File: src/rtl/fso_pkg.sv
// Shared types, codes and constants of the fire/smoke overlay.
`default_nettype none

package fso_pkg;

	// Operation codes of an input beat
	localparam logic [1:0] OP_SET   = 2'd0;
	localparam logic [1:0] OP_STEP  = 2'd1;
	localparam logic [1:0] OP_PIXEL = 2'd2;

	// Tent stamped around a hotspot and hotspot motion
	localparam int TENT_HALF  = 20;
	localparam int STAMP_LEN  = 2 * TENT_HALF;
	localparam int LINE_MAX   = 255;
	localparam int DRIFT_BIAS = 3;

	// Blend and palette
	localparam int FIRE_SHIFT = 3;
	localparam int PAL_LIMIT  = 32;
	localparam int PAL_MAX    = 31;

	typedef struct packed {
		logic [1:0] operation;
		logic [6:0] hotspot_index;
		logic [8:0] hotspot_column;
		logic [2:0] drift;
		logic [8:0] column;
		logic [7:0] row;
		logic [7:0] video_in;
	} in_item_t;

	typedef struct packed {
		logic [7:0] video_out;
		logic [4:0] red;
		logic [4:0] green;
		logic [4:0] blue;
	} out_item_t;

	typedef enum logic [2:0] {
		ST_CLEAR,
		ST_IDLE,
		ST_HS_SET,
		ST_HS_RD,
		ST_STAMP,
		ST_STAMP_END,
		ST_PIX_RD,
		ST_PIX_WR
	} ctrl_state_t;

	// Controller to datapath commands
	typedef struct packed {
		logic load_item;
		logic clr_en;
		logic hs_set;
		logic hs_rd;
		logic stamp_start;
		logic stamp_step;
		logic hs_move;
		logic pix_rd;
		logic pix_wr;
	} fso_cmd_t;

	// Datapath to controller status
	typedef struct packed {
		logic [1:0] in_op;
		logic       in_idx_ok;
		logic       clr_last;
		logic       stamp_last;
		logic       out_free;
	} fso_sts_t;

endpackage

`default_nettype wire

File: src/rtl/fso_ctrl.sv
// Controller state machine of the fire/smoke overlay.
`default_nettype none

module fso_ctrl (
	input  logic              clk,
	input  logic              arst_n,
	input  logic              item_valid,
	output logic              item_stall,
	input  fso_pkg::fso_sts_t sts,
	output fso_pkg::fso_cmd_t cmd
);
	import fso_pkg::*;

	ctrl_state_t state_q, state_d;

	// State register
	always_ff @(posedge clk or negedge arst_n) begin
		if (!arst_n) begin
			state_q <= ST_CLEAR;
		end else begin
			state_q <= state_d;
		end
	end

	// Next state and commands
	always_comb begin
		state_d    = state_q;
		cmd        = '0;
		item_stall = 1'b1;
		unique case (state_q)
			ST_CLEAR: begin
				cmd.clr_en = 1'b1;
				if (sts.clr_last) begin
					state_d = ST_IDLE;
				end
			end
			ST_IDLE: begin
				item_stall = 1'b0;
				if (item_valid) begin
					cmd.load_item = 1'b1;
					unique case (sts.in_op)
						OP_SET:   state_d = sts.in_idx_ok ? ST_HS_SET : ST_IDLE;
						OP_STEP:  state_d = sts.in_idx_ok ? ST_HS_RD : ST_IDLE;
						OP_PIXEL: state_d = ST_PIX_RD;
						default:  state_d = ST_IDLE;
					endcase
				end
			end
			ST_HS_SET: begin
				cmd.hs_set = 1'b1;
				state_d    = ST_IDLE;
			end
			ST_HS_RD: begin
				cmd.hs_rd       = 1'b1;
				cmd.stamp_start = 1'b1;
				state_d         = ST_STAMP;
			end
			ST_STAMP: begin
				cmd.stamp_step = 1'b1;
				if (sts.stamp_last) begin
					state_d = ST_STAMP_END;
				end
			end
			ST_STAMP_END: begin
				cmd.hs_move = 1'b1;
				state_d     = ST_IDLE;
			end
			ST_PIX_RD: begin
				cmd.pix_rd = 1'b1;
				state_d    = ST_PIX_WR;
			end
			ST_PIX_WR: begin
				// hold until the output register can take the result
				if (sts.out_free) begin
					cmd.pix_wr = 1'b1;
					state_d    = ST_IDLE;
				end
			end
			default: begin
				state_d = ST_CLEAR;
			end
		endcase
	end

	// A beat is only taken in idle, never during the clearing pass
	assert property (@(posedge clk) disable iff (!arst_n)
		(item_valid && !item_stall) |=> $past(state_q) == ST_IDLE && state_q != ST_CLEAR)
		else $error("beat accepted outside idle");

	// The stamp walk always runs into its finishing cycle
	assert property (@(posedge clk) disable iff (!arst_n)
		(state_q == ST_STAMP && sts.stamp_last) |=> state_q == ST_STAMP_END)
		else $error("stamp walk did not finish");

	// A pixel read is always followed by its write stage
	assert property (@(posedge clk) disable iff (!arst_n)
		cmd.pix_rd |=> state_q == ST_PIX_WR)
		else $error("pixel read without write stage");

endmodule

`default_nettype wire

File: config.mk
export PLATFORM = sky130hd
export DESIGN_NAME = fso_ctrl
export DESIGN_NICKNAME = d
export VERILOG_FILES = /design/src/rtl/fso_pkg.sv /design/src/rtl/fso_ctrl.sv
export SDC_FILE = /design/constraint.sdc
export NUM_CORES = 1
export LEC_CHECK = 0
export BUFFER_PORTS_ARGS = -buffer_cell sky130_fd_sc_hd__buf_2
export CORE_AREA = 2 2 39 41
export DETAILED_ROUTE_END_ITERATION = 16
export DIE_AREA = 0 0 41 43
export GPL_ROUTABILITY_DRIVEN = 0
export GPL_TIMING_DRIVEN = 0
export PLACE_DENSITY = 0.5
export SLEW_MARGIN = 20
export SYNTH_ARGS = -nofsm -noshare
export SYNTH_HDL_FRONTEND = slang
export SYNTH_SLANG_ARGS = --single-unit
export TNS_END_PERCENT = 1
File: constraint.sdc
create_clock -name clk -period 2.2 [get_ports clk]
set_input_delay 0.11 -clock clk [delete_from_list [all_inputs] [get_ports clk]]
set_output_delay 0.11 -clock clk [all_outputs]
set_load 0.05 [all_outputs]
=== Word level (Yosys, flattened, before mapping) ===
Index checks and enable logic that the tools add are counted.

* Register bits: 3
* Input bits: 9
* Output and inout port bits: 10
* Logic and storage cells: 37

* Eq/ne operators: 13
* Mux-type cells: 19
* Reduce and logical (&&, ||, !) cells: 4

{| class="wikitable"
|+ Operators with widths
! cell !! number
|-
| $pmux W3 S7 || 1
|-
| $eq A3 B3 Y1 const B || 4
|-
| $mux W3 || 4
|-
| $mux W1 || 10
|-
| $pmux W3 S3 || 1
|-
| $ne A2 B2 Y1 const B || 4
|-
| $eq A3 B2 Y1 const B || 2
|-
| $mux W2 || 3
|-
| $reduce_and A4 Y1 || 1
|-
| $eq A3 B1 Y1 const B || 1
|-
| $logic_not A3 Y1 || 1
|-
| $eq A2 B1 Y1 const B || 1
|-
| $eq A2 B2 Y1 const B || 1
|-
| $logic_not A2 Y1 || 1
|-
| $reduce_or A2 Y1 || 1
|}

=== Depth between registers and ports, before layout ===
* Depth after elaboration: 4
* Mapped depth: 4
* Gate-level depth less buffers: 3

=== Worst setup path before layout ===
Ideal clock, no wire load.

* Path kind: register -> output
* From: register state_q[0]
* To: output cmd[3] (netlist bit)
* Arrival time: 1.652 ns
* Data required time: 2.090 ns
* Setup slack: 0.438 ns
* Cell stages (with the launch flop): 3
* Buffers on the path: 1
* Path through: dfrtp_1 > clkbuf_1 > nor3_1

{| class="wikitable"
|+ RTL lines
! item !! RTL line !! text
|-
| start: declaration || fso_ctrl.sv:14 || <nowiki>ctrl_state_t state_q, state_d;</nowiki>
|-
| start signal: assignment || fso_ctrl.sv:21 || <nowiki>state_q <= state_d;</nowiki>
|-
| end: declaration || fso_ctrl.sv:10 || <nowiki>output fso_pkg::fso_cmd_t cmd</nowiki>
|}

==> metrics.md <==
| Metric | Value |
|---|---|
| Outcome | `completed` |
| Inst Count DP | `67` |
| Avg Cell Area, Syn | `about 8 um^2` |
| Mux cell area share after synthesis | `approximately 3.8%` |
| Vias in the first global route | `300` |
| Fin area | `a little over 400 um^2` |
| Buffers on Ports | `18` |
| Ports | `19` |
| PD cells | `about 1500 mW/mm^2` |
| Main synth FF type | `dfrtp_1` |
| Post-Route Skew | `between 0.003 and 0.004 ns` |
| Clk buf depth | `2` |
| Post-synthesis compound-gate area fraction | `17.0%` |
| Largest net degree at the start of global routing | `11` |
| Fin. max-slew vios | `0` |
| Post-route DRC violation count | `0` |
| Distinct cells, synth | `21` |
| Worst Tran Pin Value | `roughly 0.35 ns` |
| ANT nets after route | `0` |
| Initial Util | `between 10% and 20%` |
| ANT cells | `0` |
| Final Power | `a little over 600 uW` |
| Placed Area | `about 380 um^2` |
| Biggest regs | `state_q x3` |
| CTS tree | `yes` |
| First DRT Iteration DRCs | `3` |
| Layout net count | `66` |
| Multi-input gate area | `145 um^2` |
| Sink Count | `3` |
| Share of cells above drive strength 1 | `roughly half` |
| Setup tns final | `0 ns` |
| Core region area | `about 0.0014 mm^2` |
| Final setup fails | `0` |
| Die Footprint | `approximately 0.0018 mm^2` |
| Max FFs per register | `3` |
| Sequential fraction of the synthesis area | `between 20 and 30%` |
| HP Class | `in -> async` |
| Xor/xnor cell area share of the yosys netlist | `0%` |
| Max Clk Rate | `622 MHz` |
| Synth warn | `0` |
| Overall Global Routing Usage | `around 10%` |
| CP Data Required Time | `between 2 and 2.5 ns` |
| Synth Register Bits | `3` |
| VDD IR max | `657 uV` |
| Initial antenna violation count | `0` |
| Post-Layout Cell Count | `72` |
| Hold Fails Final Rpt | `0` |
| LEAKAGE | `0.221 nW` |
| Largest register by flop count | `state_q` |
| Synth async-reset ratio | `100%` |
| Final worst path period share | `about three quarters` |
| Reg area | `75.1 um^2` |
| Critical path peak fanout | `10` |
| CTS HTree Levels | `1` |
| Post-CTS Setup Repair Bufs | `0` |
| Worst EP arrival | `about 1.5 ns` |
| DR vias | `~300` |
| Worst slew margin | `76.0%` |
| Die height | `around 43 um` |
| Skew-Pair Late Insertion Delay | `0.23 ns` |
| RSZ-0062 raised after global routing | `false` |
| Post-synth EDFFs | `0` |
| DR pass1 iterations | `3` |
| Total grt overflow | `0` |
| Hpwl dp | `529 um` |
| Max-Cap Viols | `0` |
| Routed wire length | `a little under 700 um` |
| Root Driver | `clkbuf_4` |
| Syn nets | `between 40 and 50` |
| Post-synthesis simple-gate area fraction | `roughly a third` |
| Min cycle time layout | `between 1.5 and 2 ns` |
| Mapped Area | `about 270 um^2` |
| Adder-Cell Fraction of Synth Area | `0%` |
| First-pass GRT wire length | `around 1200 um` |
| Vias per inst | `~4.2` |
| Clock-pin slew on the worst setup and hold paths | `0.04 ns` |
| # rows | `14` |
| Routed WL per cell | `around 9.4 um` |
| Die X-Extent | `about 40 um` |
| Crit path capture type | `output pin` |
| Largest family of logic cells by synthesized area | `simple AND/OR/NAND/NOR gates` |
| Filler cell count in the final layout | `approximately 170` |
| Critical Setup Path Class | `reg -> out` |
| TritonCTS buffer count | `3` |
| Startpoint types | `register` |
| Synth Instances | `33` |
| Area Growth Syn to Fin | `55.2%` |
-- per-stage QoR --
step	util [%]	worst slack, ns	hold WS (ns)
after detailed placement	27.1	0.822	-0.0910
final	29.7	0.592	0.205
after global routing	29.7	0.482	0.215
after floorplan	-	0.438	-0.186
after global placement	27.1	0.813	-0.0909
after CTS	29.7	0.572	0.199
-- synthesized netlist by cell type (all sizes together) (2+ instances only) --
cell type	n	share of area, %
dfrtp	3	28
nor3	3	5.7
buf	3	9.9
and3	2	5.2
inv	4	5.7
nor2	4	8.5
nand2	3	4.2
-- logic make-up after synthesis --
kind of cell / Yosys count
compound gates: 6
buf+inv: 8
flops: 3
mux: 1
simple gates: 15
-- what timing repair did --
item / in CTS / in global routing
hold endpoints to repair: 3 / 0
resized for setup: 0 / 0
hold buffers: 1 / 0
-- layer usage --
metal | up-vias | share of wire, % | global-route usage (%) | wire length, um
li1 | 160 | - | - | -
met1 | 128 | 45 | 12.3 | 306
met2 | 13 | 47 | 13.1 | 318
met3 | 0 | 7.5 | 3.14 | 51
met4 | 0 | 0 | 10.0 | 0
met5 | - | 0 | 0 | 0
-- path summary, 6_finish.rpt --
path | from | endpoint | slack (ns) | cells after the start
worst max register to register | state_q[2] | state_q[0] | 0.97 | 4
worst min-delay path | arst_n | state_q[2] | 0.21 | 2
worst max-delay path | state_q[0] | cmd[5] | 0.59 | 4
max in group asynchronous | arst_n | state_q[0] | 1.89 | 2
worst min register to register | state_q[1] | state_q[1] | 0.64 | 2
min in group clk | sts[0] | state_q[2] | 0.22 | 4
-- power breakdown --
part | switching (mW) | internal [mW]
logic | 0.316 | 0.128
registers | 0.00921 | 0.0765
clock network | 0.0257 | 0.0678
-- cells in the final DEF (no fill, tap or decap), drive strengths merged --
master / netlist / routed
o21ai: 1 / 1
or3b: 1 / 1
a31oi: 1 / 1
o31ai: 1 / 1
and3: 2 / 2
and2: 1 / 1
buf: 3 / 21
mux2i: 1 / 1
a2111oi: 1 / 1
dfrtp: 3 / 3
inv: 4 / 4
nor3: 3 / 3
nor2: 4 / 4
dlygate4sd3: 0 / 1
o211ai: 1 / 1
clkbuf: 1 / 5
nor4bb: 1 / 1
nand2: 3 / 3
a32o: 1 / 1
-- layout make-up --
type                    count  share of cell area (%)
flip-flops and latches      3                    18.2
plain buffers               4                    7.29
clock buffers               4                    6.38
well taps                  16                    4.86
multi-input cells          22                    35.3
repair buffers             19                    24.3
inverters                   4                    3.65
-- critical path, cell delays in order (launching register included) --
cell	delay (ns)
dfrtp_1	0.36
clkbuf_1	0.32
and3_2	0.26
buf_4	0.09
buf_2	0.24
No activity file was read; power rests on OpenSTA's default activity.
